<file path="config.mk">
export PLATFORM = sky130hd
export DESIGN_NAME = encoder_duty_setpoint_with_idle_mode_core_flat
export DESIGN_NICKNAME = d
export VERILOG_FILES = /design/src/sv/edsp_pkg.sv /design/src/sv/edsp_in_if.sv /design/src/sv/edsp_out_if.sv /design/src/sv/edsp_update.sv /design/src/sv/encoder_duty_setpoint_with_idle_mode_core.sv /design/src/flat_wrapper.sv
export SDC_FILE = /design/constraint.sdc
export NUM_CORES = 1
export LEC_CHECK = 0
export CAP_MARGIN = 0
export CORE_AREA = 2 2 120 110
export DETAILED_ROUTE_END_ITERATION = 10
export DIE_AREA = 0 0 122 112
export DONT_BUFFER_PORTS = 1
export GPL_TIMING_DRIVEN = 0
export SYNTH_ARGS = -nofsm -noshare
export SYNTH_HDL_FRONTEND = slang
export SYNTH_SLANG_ARGS = --single-unit
</file>
<file path="constraint.sdc">
create_clock -name clk -period 6.26 [get_ports clk]
set_clock_uncertainty 0.05 [all_clocks]
set_input_delay 1.252 -clock clk [delete_from_list [all_inputs] [get_ports clk]]
set_output_delay 1.252 -clock clk [all_outputs]
set_load 0.005 [all_outputs]
</file>
<file path="src/sv/edsp_pkg.sv">
package edsp_pkg;

  localparam int IDLE_COUNT_WIDTH = 12;
  localparam int LIMIT_W          = 12;
  localparam int CMP_W            = (IDLE_COUNT_WIDTH > LIMIT_W) ? IDLE_COUNT_WIDTH : LIMIT_W;
  localparam int DUTY_W           = 7;
  localparam int STEP_W           = 4;
  localparam int SUM_W            = DUTY_W + 2;
  localparam int CFG_IDX_W        = 2;
  localparam int CFG_DATA_W       = 12;

  localparam logic [CFG_IDX_W-1:0] REG_DUTY_STEP  = 2'd0;
  localparam logic [CFG_IDX_W-1:0] REG_DUTY_MIN   = 2'd1;
  localparam logic [CFG_IDX_W-1:0] REG_DUTY_MAX   = 2'd2;
  localparam logic [CFG_IDX_W-1:0] REG_IDLE_LIMIT = 2'd3;

  localparam logic [STEP_W-1:0]  RST_DUTY_STEP  = 4'd1;
  localparam logic [DUTY_W-1:0]  RST_DUTY_MIN   = 7'd25;
  localparam logic [DUTY_W-1:0]  RST_DUTY_MAX   = 7'd80;
  localparam logic [LIMIT_W-1:0] RST_IDLE_LIMIT = 12'd2000;
  localparam logic [DUTY_W-1:0]  RST_DUTY       = 7'd25;

  localparam logic [1:0] DIR_NONE = 2'd0;
  localparam logic [1:0] DIR_CW   = 2'd1;
  localparam logic [1:0] DIR_CCW  = 2'd2;

  localparam logic [1:0] PINS_00 = 2'b00;
  localparam logic [1:0] PINS_01 = 2'b01;
  localparam logic [1:0] PINS_10 = 2'b10;
  localparam logic [1:0] PINS_11 = 2'b11;

  typedef struct packed {
    logic [STEP_W-1:0]  duty_step;
    logic [DUTY_W-1:0]  duty_min;
    logic [DUTY_W-1:0]  duty_max;
    logic [LIMIT_W-1:0] idle_limit_ms;
  } edsp_cfg_t;

  typedef struct packed {
    logic [1:0]                  prev_pins;
    logic [DUTY_W-1:0]           duty;
    logic [IDLE_COUNT_WIDTH-1:0] idle_cnt;
    logic                        auto_flag;
  } edsp_state_t;

endpackage

</file>
<file path="src/sv/edsp_in_if.sv">
interface edsp_in_if;
  logic valid;
  logic ready;
  logic pin_a;
  logic pin_b;
  logic ms_tick;

  modport source (output valid, output pin_a, output pin_b, output ms_tick, input ready);
  modport sink   (input valid, input pin_a, input pin_b, input ms_tick, output ready);
endinterface

</file>
<file path="src/sv/edsp_out_if.sv">
interface edsp_out_if;
  logic                        valid;
  logic                        ready;
  logic [edsp_pkg::DUTY_W-1:0] duty_setpoint;
  logic                        auto_mode;
  logic [1:0]                  step_dir;

  modport source (output valid, output duty_setpoint, output auto_mode, output step_dir,
                  input ready);
  modport sink   (input valid, input duty_setpoint, input auto_mode, input step_dir,
                  output ready);
endinterface

</file>
<file path="src/sv/edsp_update.sv">
module edsp_update (
  input  edsp_pkg::edsp_state_t state,
  input  edsp_pkg::edsp_cfg_t   cfg,
  input  logic [1:0]            pins,
  input  logic                  ms_tick,
  output edsp_pkg::edsp_state_t state_nxt,
  output logic [1:0]            dir
);

  logic signed [edsp_pkg::SUM_W-1:0] sum;
  logic signed [edsp_pkg::SUM_W-1:0] lo_clamped;
  logic signed [edsp_pkg::SUM_W-1:0] min_s;
  logic signed [edsp_pkg::SUM_W-1:0] max_s;
  logic signed [edsp_pkg::SUM_W-1:0] duty_s;
  logic signed [edsp_pkg::SUM_W-1:0] step_s;
  logic [edsp_pkg::IDLE_COUNT_WIDTH-1:0] cnt_inc;

  always_comb begin
    dir = edsp_pkg::DIR_NONE;
    case ({state.prev_pins, pins})
      {edsp_pkg::PINS_01, edsp_pkg::PINS_11},
      {edsp_pkg::PINS_11, edsp_pkg::PINS_10},
      {edsp_pkg::PINS_10, edsp_pkg::PINS_00},
      {edsp_pkg::PINS_00, edsp_pkg::PINS_01}: dir = edsp_pkg::DIR_CW;
      {edsp_pkg::PINS_00, edsp_pkg::PINS_10},
      {edsp_pkg::PINS_10, edsp_pkg::PINS_11},
      {edsp_pkg::PINS_11, edsp_pkg::PINS_01},
      {edsp_pkg::PINS_01, edsp_pkg::PINS_00}: dir = edsp_pkg::DIR_CCW;
      default: dir = edsp_pkg::DIR_NONE;
    endcase
  end

  assign duty_s = $signed(edsp_pkg::SUM_W'(state.duty));
  assign step_s = $signed(edsp_pkg::SUM_W'(cfg.duty_step));
  assign min_s  = $signed(edsp_pkg::SUM_W'(cfg.duty_min));
  assign max_s  = $signed(edsp_pkg::SUM_W'(cfg.duty_max));

  always_comb begin
    sum        = (dir == edsp_pkg::DIR_CW) ? duty_s + step_s : duty_s - step_s;
    lo_clamped = (sum < min_s) ? min_s : sum;
    cnt_inc    = state.idle_cnt;
    if (ms_tick && (state.idle_cnt != {edsp_pkg::IDLE_COUNT_WIDTH{1'b1}})) begin
      cnt_inc = state.idle_cnt + 1'b1;
    end

    state_nxt           = state;
    state_nxt.prev_pins = pins;
    if (dir != edsp_pkg::DIR_NONE) begin
      state_nxt.duty = (lo_clamped > max_s) ? cfg.duty_max
                                            : lo_clamped[edsp_pkg::DUTY_W-1:0];
    end
    if (pins != state.prev_pins) begin
      state_nxt.idle_cnt  = '0;
      state_nxt.auto_flag = 1'b0;
    end else begin
      state_nxt.idle_cnt  = cnt_inc;
      state_nxt.auto_flag = state.auto_flag |
        (edsp_pkg::CMP_W'(cnt_inc) > edsp_pkg::CMP_W'(cfg.idle_limit_ms));
    end
  end

endmodule

</file>
<file path="src/sv/encoder_duty_setpoint_with_idle_mode_core.sv">
// channel  dir  payload                               handshake
// in_ch    in   pin_a, pin_b, ms_tick                 valid/ready
// out_ch   out  duty_setpoint, auto_mode, step_dir    valid/ready
// cfg      in   cfg_we, cfg_idx, cfg_wdata            write strobe, no wait
//
// One word per cycle unless out_ch stalls; decode and clamp feed the single
// result register, whose output appears in the cycle after the word is taken.
// Input is taken whenever the result register is empty or being emptied.
// Synchronous active-low reset clears state, registers and output valid.
module encoder_duty_setpoint_with_idle_mode_core (
  input  logic                                clk,
  input  logic                                rst_n,
  edsp_in_if.sink                             in_ch,
  edsp_out_if.source                          out_ch,
  input  logic                                cfg_we,
  input  logic [edsp_pkg::CFG_IDX_W-1:0]      cfg_idx,
  input  logic [edsp_pkg::CFG_DATA_W-1:0]     cfg_wdata
);

  edsp_pkg::edsp_cfg_t   cfg_r;
  edsp_pkg::edsp_state_t state_r;
  edsp_pkg::edsp_state_t state_nxt;
  logic [1:0]            dir;
  logic [1:0]            dir_r;
  logic                  out_valid_r;
  logic                  in_acc;

  assign in_ch.ready = !out_valid_r || out_ch.ready;
  assign in_acc      = in_ch.valid && in_ch.ready;

  edsp_update u_update (
    .state     (state_r),
    .cfg       (cfg_r),
    .pins      ({in_ch.pin_b, in_ch.pin_a}),
    .ms_tick   (in_ch.ms_tick),
    .state_nxt (state_nxt),
    .dir       (dir)
  );

  always_ff @(posedge clk) begin
    if (!rst_n) begin
      cfg_r.duty_step     <= edsp_pkg::RST_DUTY_STEP;
      cfg_r.duty_min      <= edsp_pkg::RST_DUTY_MIN;
      cfg_r.duty_max      <= edsp_pkg::RST_DUTY_MAX;
      cfg_r.idle_limit_ms <= edsp_pkg::RST_IDLE_LIMIT;
    end else if (cfg_we) begin
      case (cfg_idx)
        edsp_pkg::REG_DUTY_STEP:  cfg_r.duty_step     <= cfg_wdata[edsp_pkg::STEP_W-1:0];
        edsp_pkg::REG_DUTY_MIN:   cfg_r.duty_min      <= cfg_wdata[edsp_pkg::DUTY_W-1:0];
        edsp_pkg::REG_DUTY_MAX:   cfg_r.duty_max      <= cfg_wdata[edsp_pkg::DUTY_W-1:0];
        edsp_pkg::REG_IDLE_LIMIT: cfg_r.idle_limit_ms <= cfg_wdata[edsp_pkg::LIMIT_W-1:0];
        default: ;
      endcase
    end
  end

  always_ff @(posedge clk) begin
    if (!rst_n) begin
      state_r.prev_pins <= '0;
      state_r.duty      <= edsp_pkg::RST_DUTY;
      state_r.idle_cnt  <= '0;
      state_r.auto_flag <= 1'b0;
      out_valid_r       <= 1'b0;
      dir_r             <= edsp_pkg::DIR_NONE;
    end else begin
      if (in_acc) begin
        state_r     <= state_nxt;
        dir_r       <= dir;
        out_valid_r <= 1'b1;
      end else if (out_ch.ready) begin
        out_valid_r <= 1'b0;
      end
    end
  end

  assign out_ch.valid         = out_valid_r;
  assign out_ch.duty_setpoint = state_r.duty;
  assign out_ch.auto_mode     = state_r.auto_flag;
  assign out_ch.step_dir      = dir_r;

`ifndef SYNTHESIS
  a_dir_legal: assert property (@(posedge clk) disable iff (!rst_n)
    out_valid_r |-> (dir_r != 2'd3))
    else $error("step direction code out of range");

  a_auto_needs_count: assert property (@(posedge clk) disable iff (!rst_n)
    state_r.auto_flag |-> (state_r.idle_cnt != '0))
    else $error("automatic mode with cleared idle counter");

  a_change_manual: assert property (@(posedge clk) disable iff (!rst_n)
    (in_acc && ({in_ch.pin_b, in_ch.pin_a} != state_r.prev_pins))
      |=> (!state_r.auto_flag && (state_r.idle_cnt == '0)))
    else $error("pin change did not select manual mode");
`endif

endmodule

</file>
<file path="src/flat_wrapper.sv">
// flat-port wrapper written by rule: the top's interface ports become plain ports
module encoder_duty_setpoint_with_idle_mode_core_flat 
  (clk, rst_n, cfg_we, cfg_idx, cfg_wdata, in_ch_valid, in_ch_pin_a, in_ch_pin_b, in_ch_ms_tick, in_ch_ready, out_ch_valid, out_ch_duty_setpoint, out_ch_auto_mode, out_ch_step_dir, out_ch_ready);
  edsp_in_if in_ch_i ();
  edsp_out_if out_ch_i ();
  input  logic clk;
  input  logic rst_n;
  input  logic cfg_we;
  input  logic [edsp_pkg::CFG_IDX_W-1:0] cfg_idx;
  input  logic [edsp_pkg::CFG_DATA_W-1:0] cfg_wdata;
  input wire logic [$bits(in_ch_i.valid)-1:0] in_ch_valid;
  input wire logic [$bits(in_ch_i.pin_a)-1:0] in_ch_pin_a;
  input wire logic [$bits(in_ch_i.pin_b)-1:0] in_ch_pin_b;
  input wire logic [$bits(in_ch_i.ms_tick)-1:0] in_ch_ms_tick;
  output wire logic [$bits(in_ch_i.ready)-1:0] in_ch_ready;
  output wire logic [$bits(out_ch_i.valid)-1:0] out_ch_valid;
  output wire logic [$bits(out_ch_i.duty_setpoint)-1:0] out_ch_duty_setpoint;
  output wire logic [$bits(out_ch_i.auto_mode)-1:0] out_ch_auto_mode;
  output wire logic [$bits(out_ch_i.step_dir)-1:0] out_ch_step_dir;
  input wire logic [$bits(out_ch_i.ready)-1:0] out_ch_ready;
  assign in_ch_i.valid = in_ch_valid;
  assign in_ch_i.pin_a = in_ch_pin_a;
  assign in_ch_i.pin_b = in_ch_pin_b;
  assign in_ch_i.ms_tick = in_ch_ms_tick;
  assign in_ch_ready = in_ch_i.ready;
  assign out_ch_valid = out_ch_i.valid;
  assign out_ch_duty_setpoint = out_ch_i.duty_setpoint;
  assign out_ch_auto_mode = out_ch_i.auto_mode;
  assign out_ch_step_dir = out_ch_i.step_dir;
  assign out_ch_i.ready = out_ch_ready;
  encoder_duty_setpoint_with_idle_mode_core u_core (.clk(clk), .rst_n(rst_n), .in_ch(in_ch_i), .out_ch(out_ch_i), .cfg_we(cfg_we), .cfg_idx(cfg_idx), .cfg_wdata(cfg_wdata));
endmodule
</file>
Yosys cells after proc, flatten, opt, wreduce, memory -nomap -nowiden:

Memories as Yosys holds them, arrays and structs flattened.
Index checks and enable logic that the tools add are counted.

* memories kept: 1
* flip-flop bits (word level): 55
* word-level logic and storage cells: 43
* ROM bits: 32

Memory list
* (no name shown): depth 16, width 2, rd ports 1, clocked after Yosys merged registers in 0, write ports 0, line edsp_update.sv:20 `case ({state.prev_pins, pins})`

* bitwise operators: 1
* add/sub/neg operators: 3
* equality and inequality tests: 6
* reductions and logical operators: 12
* mux-type cells: 7
* $lt $le $gt $ge: 3

Operator list (count)
* $mux W9: 2
* $mux W13: 1
* $add A12 B1 Y12 const B: 1
* $gt A12 B12 Y1: 1
* $mux W12: 1
* $ne A12 B12 Y1 const B: 1
* $reduce_and A2 Y1: 5
* $gt A9 B8 Y1: 1
* $lt A9 B8 Y1: 1
* $add A7 B4 Y8: 1
* $sub A7 B4 Y8: 1
* $mux W7: 1
* $eq A2 B1 Y1 const B: 2
* $eq A2 B2 Y1 const B: 2
* $reduce_bool A2 Y1: 2
* $logic_and A1 B1 Y1: 2
* $logic_not A2 Y1: 1
* $mux W1: 2
* $ne A2 B2 Y1: 1
* $logic_not A1 Y1: 1
* $logic_or A1 B1 Y1: 1
* $or A1 B1 Y1: 1

Depth between registers and ports, before layout:

Gate-level depths: netlist (run 1).
An unclocked memory read counts as a cell.

* depth in word-level cells: 7
* depth in mapped cells: 25
* depth with buffers taken out: 24

By module:

From an unflattened synthesis (run 1), not the netlist that was laid out.

* cells, all modules: 497
* area total of the unflattened synthesis: 3963.8 µm²

Modules (own cells, without submodules)
* encoder_duty_setpoint_with_idle_mode_core: instances 1, sequential area each 1101.1 µm², cells an instance 233, area an instance 2088.3 µm²
* edsp_update: instances 1, sequential area each 0.0 µm², cells an instance 264, area an instance 1875.5 µm²

Worst setup path after synthesis (run 1):

No wires, ideal clock.

* kind: input to register
* start point: in in_ch_pin_b
* end point: reg u_core.state_r (netlist bit u_core.out_ch.duty_setpoint[3])
* setup slack: 0.427 ns
* required time: 6.083 ns
* cell stages on the path: 24
* path buffers: 3
* arrival: 5.655 ns
* setup time: 0.127 ns
* path through: xnor2_1 > and2_1 > buf_6 > mux2_1 > ha_1 > a21boi_1 > o21ai_1 > nand2b_1 > a21oi_1 > nor2b_1 > o211ai_1 > and4b_1 > ha_1 > clkbuf_1 > a32o_1 > a211o_1 > ha_1 > and4_1 > a41oi_1 > o21ai_0 > o32ai_4 > buf_6 > mux2i_1 > o21ai_1

* longest elaborated chain between the ends: 7
* elaborated cells on any way between the ends: 9

Ends and longest elaborated chain
* start, declared: line flat_wrapper.sv:13 `input wire logic [$bits(in_ch_i.pin_b)-1:0] in_ch_pin_b;`
* $mem_v2 Z16 W2 (*)
* $eq A2 B1 Y1: line edsp_update.sv:39 `sum = (dir == edsp_pkg::DIR_CW) ? duty_s + step_s : duty_s - step_s;`
* $mux W9: line edsp_update.sv:39
* $lt A9 B8 Y1: line edsp_update.sv:40 `lo_clamped = (sum < min_s) ? min_s : sum;`
* $mux W9: line edsp_update.sv:40
* $gt A9 B8 Y1: line edsp_update.sv:49 `state_nxt.duty = (lo_clamped > max_s) ? cfg.duty_max`
* $mux W7: line edsp_update.sv:49
* end signal, assigned: line encoder_duty_setpoint_with_idle_mode_core.sv:67 `state_r <= state_nxt;`
* end, declared: line encoder_duty_setpoint_with_idle_mode_core.sv:21 `edsp_pkg::edsp_state_t state_r;`

Every way passes the cells marked *; elsewhere a longest branch is shown, timed or not.
A chain may end at the register's enable or synchronous reset.

Worst setup path after layout (run 1):

* start point: in in_ch_pin_a
* end point: reg u_core.state_r (netlist bit u_core.out_ch.duty_setpoint[4])

* longest elaborated chain between the ends: 7
* elaborated cells on any way between the ends: 9

Ends and longest elaborated chain
* start, declared: line flat_wrapper.sv:12 `input wire logic [$bits(in_ch_i.pin_a)-1:0] in_ch_pin_a;`
* $mem_v2 Z16 W2 (*)
* $eq A2 B1 Y1: line edsp_update.sv:39
* $mux W9: line edsp_update.sv:39
* $lt A9 B8 Y1: line edsp_update.sv:40
* $mux W9: line edsp_update.sv:40
* $gt A9 B8 Y1: line edsp_update.sv:49
* $mux W7: line edsp_update.sv:49

Marked as above.

==> metrics.md, run 1 <==
| Metric | Value |
|---|---|
| # diodes | 0 |
| IO Port Bufs | 0 |
| Synthesized Nets | 516 |
| Period utilisation layout | 94.84% |
| Routability congestion estimate from global placement | 0.8549 |
| Leak Pwr | 1.601 nW |
| I/O pin count | 34 |
| Number of fill cells | 1,325 |
| Post-synth cell types | between 50 and 60 |
| Reg-to-reg endpoint | u_core.out_ch.duty_setpoint[4]$_SDFFE_PN1P_ |
| # nets final | about 520 |
| R2R depth | 24 |
| GRT Util Overall | between 10% and 20% |
| Die ar. | 13,660 um^2 |
| Post-synth ARST share | 0% |
| Post-layout power | 0.0009898 W |
| Core Area | 12,440 um^2 |
| Peak VDD IR | 0.1092 mV |
| Clk sinks | 55 |
| Flops & latches, synth | between 50 and 60 |
| Outcome | finished clean |
| Register area share after synthesis | 30.09% |
| Critical R2R Launch | u_core.state_r[21]$_SDFFE_PN0P_ |
| First-pass GRT wire length | around 15,000 um |
| RSZ-0062 raised after global routing | no |
| Initial core utilization | roughly 29% |
| Die H | roughly 110 um |
| Slew headroom | 30.40% |
| Worst setup EP type | flop |
| Synthesized area | 3660 um^2 |
| Final HPWL DP | 7352 um |
| Initial antenna violation count | 0 |
| CTS tree | yes |
| Htree depth | 2 |
| HP Class | flop to flop |
| TritonCTS Buffers | 5 |
| MaxCap Viol Count | 0 |
| WL/cell | 14.72 um |
| Critical path endpoint | u_core.out_ch.duty_setpoint[4]$_SDFFE_PN1P_ |
| Placed cells | ~620 |
| Syn-to-layout area delta | 10.74% |
| Total Wirelength | 9246 um |
| Required time worst endpoint | roughly 6400 ps |
| Critical path class | input port to flop |
| Vias post-DR | 3,131 |
| FP Rows | 39 |
| DRC violations left | 0 |
| Syn Area/Cell | ~8 um^2 |
| Non-Filler Instances | 628 |
| PD cells | 244.2 nW/um^2 |
| Worst path arrival time | 6060 ps |
| CTS Buffer Depth | 2 |
| Final hold vios | 0 |
| Crit path from | in_ch_pin_a |
| Share of layout cells above drive strength 1 | 7.759% |
| Number of global-route vias before repair | a little over 3k |
| GRT overflow | 0 |
| CP max FO | 11 |
| First-pass iteration count of the detailed router | 4 |
| Critical Path Source Type | input port |
| Yosys warns | 0 |
| Flop-to-flop setup slack | approximately 820 ps |
| Clk_lat worst skew | approximately 290 ps |
| Final Critical Period | a little under 6000 ps |
| EDFF count, synth | 0 |
| Worst slew pin tran | around 1000 ps |
| Die width | 122 um |
| Antenna viol nets, final | 0 |
| Pin count of the biggest net entering global routing | 18 |
| Fmax | 168.4 MHz |
| DRC marker count from the first detailed-route iteration | 205 |
| Max Slew Vio Count | 0 |
| # setup viols final | 0 |
| Post-Synthesis Cells | 457 |
| Ys flop type | dfxtp_1 |
| Reg clk slew, reported paths | approximately 70 ps |
| CTS root buffer | clkbuf_16 |
| Total setup buffers inserted after CTS | 0 |
| DR vias/cell | 4.986 |
cell type report:
cell class	instances	area, um^2	share of cell area, %
Multi-Input combinational cell	342	2313	57.09
Clock buffer	5	125.1	3.087
Clock inverter	3	43.79	1.081
Buffer	24	132.6	3.273
Inverter	35	131.4	3.242
Sequential cell	55	1101	27.17
Tap cell	164	205.2	5.063
synthesized netlist by cell type, types with 5 or more instances:
library cell / count / share of area [%]
a21o_1: 6 / 1.2
a21oi_1: 47 / 6.4
buf_4: 7 / 1.4
clkbuf_1: 15 / 1.5
dfxtp_1: 55 / 30
ha_1: 35 / 12
inv_1: 34 / 3.5
mux2_2: 5 / 1.5
mux2i_1: 5 / 1.4
nand2_1: 75 / 7.7
nand3_1: 9 / 1.2
nand4_1: 5 / 0.85
nor2_1: 31 / 3.2
nor3_1: 5 / 0.68
o211ai_1: 12 / 2.5
o21ai_0: 8 / 1.1
o21ai_1: 12 / 1.6
or3_1: 5 / 0.85
xnor2_1: 15 / 3.6
metal layers:
metal,vias to the layer above,routed length [um],track usage (%)
met2,63,4270,22.87
met1,1460,4309,19.37
met5,-,0,0
met4,0,82,2.912
li1,1600,-,-
met3,8,583,3.279
placed cells by master, fill, tap and decap left out, types with 5 or more instances in the layout:
master	Yosys	layout
a21o_1	6	6
buf_4	7	7
mux2i_1	5	5
xnor2_1	15	14
ha_1	35	34
clkbuf_1	15	14
nand4_1	5	5
inv_1	34	34
nor3_1	5	5
nand3_1	9	9
clkbuf_16	0	5
or3_1	5	5
dfxtp_1	55	55
o211ai_1	12	12
nand2_1	75	75
mux2_2	5	5
o21ai_1	12	12
nor2_1	31	31
a21oi_1	47	47
o21ai_0	8	8
worst min path at each step:
stage                                             start                       endpoint  slack [ps]  cells after the start
after floorplan           u_core.cfg_r[11]$_SDFFE_PN0P_  u_core.cfg_r[11]$_SDFFE_PN0P_         390                      2
after global placement    u_core.cfg_r[14]$_SDFFE_PN0P_  u_core.cfg_r[14]$_SDFFE_PN0P_         400                      2
after detailed placement  u_core.cfg_r[11]$_SDFFE_PN0P_  u_core.cfg_r[11]$_SDFFE_PN0P_         400                      2
after CTS                  u_core.cfg_r[3]$_SDFFE_PN0P_   u_core.cfg_r[3]$_SDFFE_PN0P_         410                      2
after global routing       u_core.cfg_r[3]$_SDFFE_PN0P_   u_core.cfg_r[3]$_SDFFE_PN0P_         430                      2
final                      u_core.cfg_r[3]$_SDFFE_PN0P_   u_core.cfg_r[3]$_SDFFE_PN0P_         410                      2
metrics by stage:
step / hold slack [ps] / util [%] / worst slack, ps / setup TNS (ps) / instance area, um^2
after floorplan: 386.3 / - / 427.5 / 0 / 3660
after global placement: 395.8 / 31.06 / -164.6 / -885.4 / 3865
after detailed placement: 399.6 / 31.06 / -304.7 / -1861 / 3865
after CTS: 410.6 / 32.48 / 222.1 / 0 / 4041
after global routing: 429.1 / 32.57 / 34.56 / 0 / 4053
final: 406.7 / 32.57 / 323.2 / 0 / 4053
logic make-up after synthesis:
group | share of synthesized area [%]
AND/OR/NAND/NOR | 20.00
adder cells (fa/ha/maj) | 13.06
flip-flops | 30.09
XOR/XNOR | 4.992
multiplexers | 3.521
AO/OA/AOI/OAI | 21.03
buffers and inverters | 7.316
critical path, stage by stage:
cell	delay, ps
xor2_2	320
and2_1	210
buf_6	140
mux2_1	390
ha_1	300
a21boi_1	140
o21ai_1	70
nand2b_1	70
a21oi_1	70
nor2b_1	110
o211ai_1	80
and4b_1	190
ha_2	490
nor2_1	90
a32o_1	270
a211o_1	310
ha_1	310
and4_1	200
a41oi_1	210
o21ai_0	170
o32ai_4	180
buf_6	190
mux2i_1	210
o21ai_1	80
report_power, final:
part           switching (W)  internal [W]
sequential         0.0000150      0.000364
clock               0.000133      0.000189
combinational       0.000164      0.000125
what timing repair did:
action	CTS	global route
resized for setup	1	3
setup endpoints to repair	2	6
pin swaps	0	0
hold buffers	0	0
state kept, by name, indices dropped and copies added, names as in the netlist:
name,count
u_core.out_ch.auto_mode,1
u_core.out_ch.valid,1
u_core.out_ch.step_dir,2
u_core.cfg_r,30
u_core.state_r,14
u_core.out_ch.duty_setpoint,7
No activity file was read; power rests on OpenSTA's default activity.
==> run 2: changes to the inputs <==
--- a/config.mk
+++ b/config.mk
@@ -6,9 +6,9 @@
 export NUM_CORES = 1
 export LEC_CHECK = 0
 export CAP_MARGIN = 0
-export CORE_AREA = 2 2 120 110
+export CORE_AREA = 2 2 94 141
 export DETAILED_ROUTE_END_ITERATION = 10
-export DIE_AREA = 0 0 122 112
+export DIE_AREA = 0 0 96 143
 export DONT_BUFFER_PORTS = 1
 export GPL_TIMING_DRIVEN = 0
 export SYNTH_ARGS = -nofsm -noshare
==> metrics.md, run 2 (synthesized netlist as in run 1, its figures left out) <==
| Metric | Value |
|---|---|
| First-pass iteration count of the detailed router | 4 |
| Total Wirelength | ~9500 um |
| Die width | 96 um |
| Met3 GRT Util | 3.113% |
| TritonCTS Buffers | 5 |
| Critical-path top delay cell | mux2_1 |
| Largest register FFs | 30 |
| Worst path arrival time | 6050 ps |
| Post-layout power | 0.001035 W |
| Crit-path cells | xnor2_4 -> and2_1 -> buf_6 -> mux2_1 -> ha_1 -> a21boi_1 -> o21ai_1 -> nand2b_1 -> a21oi_1 -> nor2b_1 -> o211ai_1 -> and4b_1 -> ha_1 -> clkbuf_2 -> a32o_1 -> a211o_1 -> ha_1 -> and4_1 -> a41oi_1 -> o21ai_0 -> o32ai_4 -> buf_6 -> mux2i_1 -> o21ai_1 |
| Clk_lat worst skew | 300 ps |
| Slew headroom | between 10% and 20% |
| Critical path endpoint | u_core.out_ch.duty_setpoint[3]$_SDFFE_PN1P_ |
| CP max FO | 10 |
| Initial antenna violation count | 0 |
| Die H | roughly 140 um |
| Period utilisation layout | 94.74% |
| Crit path from | in_ch_pin_b |
| Number of fill cells | 1,296 |
| WL/cell | 15.37 um |
| Fmax | between 150 and 200 MHz |
| IO Port Bufs | 0 |
| Slowest Stage Delay on Critical Path | 370 ps |
| Final hold vios | 0 |
| Required time worst endpoint | between 6000 and 7000 ps |
| Largest Register | u_core.cfg_r |
| Share of layout cells above drive strength 1 | 7.742% |
| Die ar. | 13,730 um^2 |
| Antenna viol nets, final | 0 |
| Critical Path Source Type | input port |
| R2R depth | 24 |
| Cell family with most CP delay | compound AO/OA/AOI/OAI gates |
| CP dominant cell by count | ha_1 |
| CTS root buffer | clkbuf_16 |
| Core Area | 12,450 um^2 |
| Worst path depth | 24 |
| CTS tree | yes |
| Grt met2 use | 27.45% |
| Peak VDD IR | 0.1169 mV |
| GRT met1 Usage | 14.11% |
| # nets final | 523 |
| Routability congestion estimate from global placement | around 0.89 |
| GRT overflow | 0 |
| Most common cell after layout, fill and taps aside | nand2_1 |
| Critical R2R Launch | u_core.state_r[21]$_SDFFE_PN0P_ |
| Setup TNS | 0 ps |
| DRC marker count from the first detailed-route iteration | 101 |
| Final Critical Period | 5931 ps |
| HP Class | flop to flop |
| I/O pin count | 34 |
| First-pass GRT wire length | 15,500 um |
| Htree depth | 2 |
| Vias post-DR | 3,133 |
| CTS Buffer Depth | 2 |
| Flop-to-flop setup slack | 800 ps |
| DRC violations left | 0 |
| Max Slew Vio Count | 0 |
| Clk sinks | 55 |
| PD cells | 253.7 nW/um^2 |
| Pin count of the biggest net entering global routing | 18 |
| Worst slew pin tran | 1199 ps |
| Final HPWL DP | 7835 um |
| CTS Hold Buffers Added | 0 |
| RSZ-0062 raised after global routing | no |
| GRT Util Overall | 14.71% |
| Min-delay src | u_core.cfg_r[11]$_SDFFE_PN0P_ |
| # setup viols final | 0 |
| Leak Pwr | 1.615 nW |
| Syn-to-layout area delta | 11.45% |
| Critical path class | input port to flop |
| Worst setup EP type | flop |
| Commonest non-fill, non-tap cells in the layout | nand2_1, dfxtp_1, a21oi_1 |
| Layer with the highest usage | met2 |
| Post-layout util | 32.76% |
| Reg-to-reg endpoint | u_core.out_ch.duty_setpoint[3]$_SDFFE_PN1P_ |
| Initial core utilization | 29.40% |
| FP Rows | 50 |
| Outcome | finished clean |
| Number of global-route vias before repair | 3,227 |
| # diodes | 0 |
| DR vias/cell | approximately 5.0 |
| Reg clk slew, reported paths | approximately 70 ps |
| MaxCap Viol Count | 0 |
| WP buf/inv | 3 |
==> run 2: changes by cell type in the layout (fill, tap and decap cells not counted), sizes merged <==
cell,previous run,this run
bufinv,1,2
clkbuf,19,20
clkinv,3,1
clkinvlp,0,1
==> run 2: worst register-to-register path, delay by kind of cell (launching register included) <==
family                   cells  cell delay [ps]
AND/OR/NAND/NOR              5              740
flip-flops                   1              460
XOR/XNOR                     1              290
adder cells (fa/ha/maj)      3              810
buffers and inverters        3              550
multiplexers                 2              650
AO/OA/AOI/OAI               10             1790
==> run 2: layout make-up <==
type	instances	area, um^2	share of cell area (%)
Clock buffer	5	125.1	3.067
Sequential cell	55	1101	26.99
Buffer	25	137.6	3.374
Clock inverter	3	67.56	1.656
Tap cell	156	195.2	4.785
Multi-Input combinational cell	342	2321	56.90
Inverter	35	131.4	3.221
==> run 2: metrics by stage <==
step | worst slack [ps] | instances | hold slack [ps] | instance area, um^2
floorplan | 427.5 | 457 | 386.3 | 3660
global placement | -451.5 | 613 | 394.6 | 3855
detailed placement | -497.7 | 613 | 400.2 | 3855
CTS | 54.10 | 621 | 412.0 | 4055
global route | 27.77 | 621 | 425.5 | 4079
finish | 329.3 | 621 | 408.0 | 4079
==> run 2: worst min path at each step <==
stage          slack (ps)                             to  depth (start not counted)
2_1_floorplan         390  u_core.cfg_r[11]$_SDFFE_PN0P_                          2
3_3_place_gp          390   u_core.cfg_r[5]$_SDFFE_PN0P_                          2
3_5_place_dp          400   u_core.cfg_r[5]$_SDFFE_PN0P_                          2
4_1_cts               410  u_core.cfg_r[11]$_SDFFE_PN0P_                          2
5_1_grt               430  u_core.cfg_r[20]$_SDFFE_PN0P_                          2
6_report              410  u_core.cfg_r[11]$_SDFFE_PN0P_                          2
==> run 2: per-layer routing <==
metal / vias to the layer above / routed length [um]
met3: 34 / 381
met4: 0 / 546
met5: - / 0
met2: 54 / 5245
met1: 1449 / 3371
li1: 1596 / -
==> run 2: what timing repair did <==
| item | CTS | global route |
|---|---|---|
| setup buffers | 0 | 0 |
| gates cloned | 0 | 0 |
| gates resized for setup | 1 | 4 |
| endpoints found under the setup margin | 7 | 6 |
==> run 2: report_power, final <==
part | leakage [nW] | total [W] | internal (W) | switching, W
clock | 0.0900 | 0.000364 | 0.000229 | 0.000135
combinational | 1.08 | 0.000292 | 0.000124 | 0.000169
sequential | 0.448 | 0.000378 | 0.000364 | 0.0000144
total | 1.61 | 0.00103 | 0.000717 | 0.000318
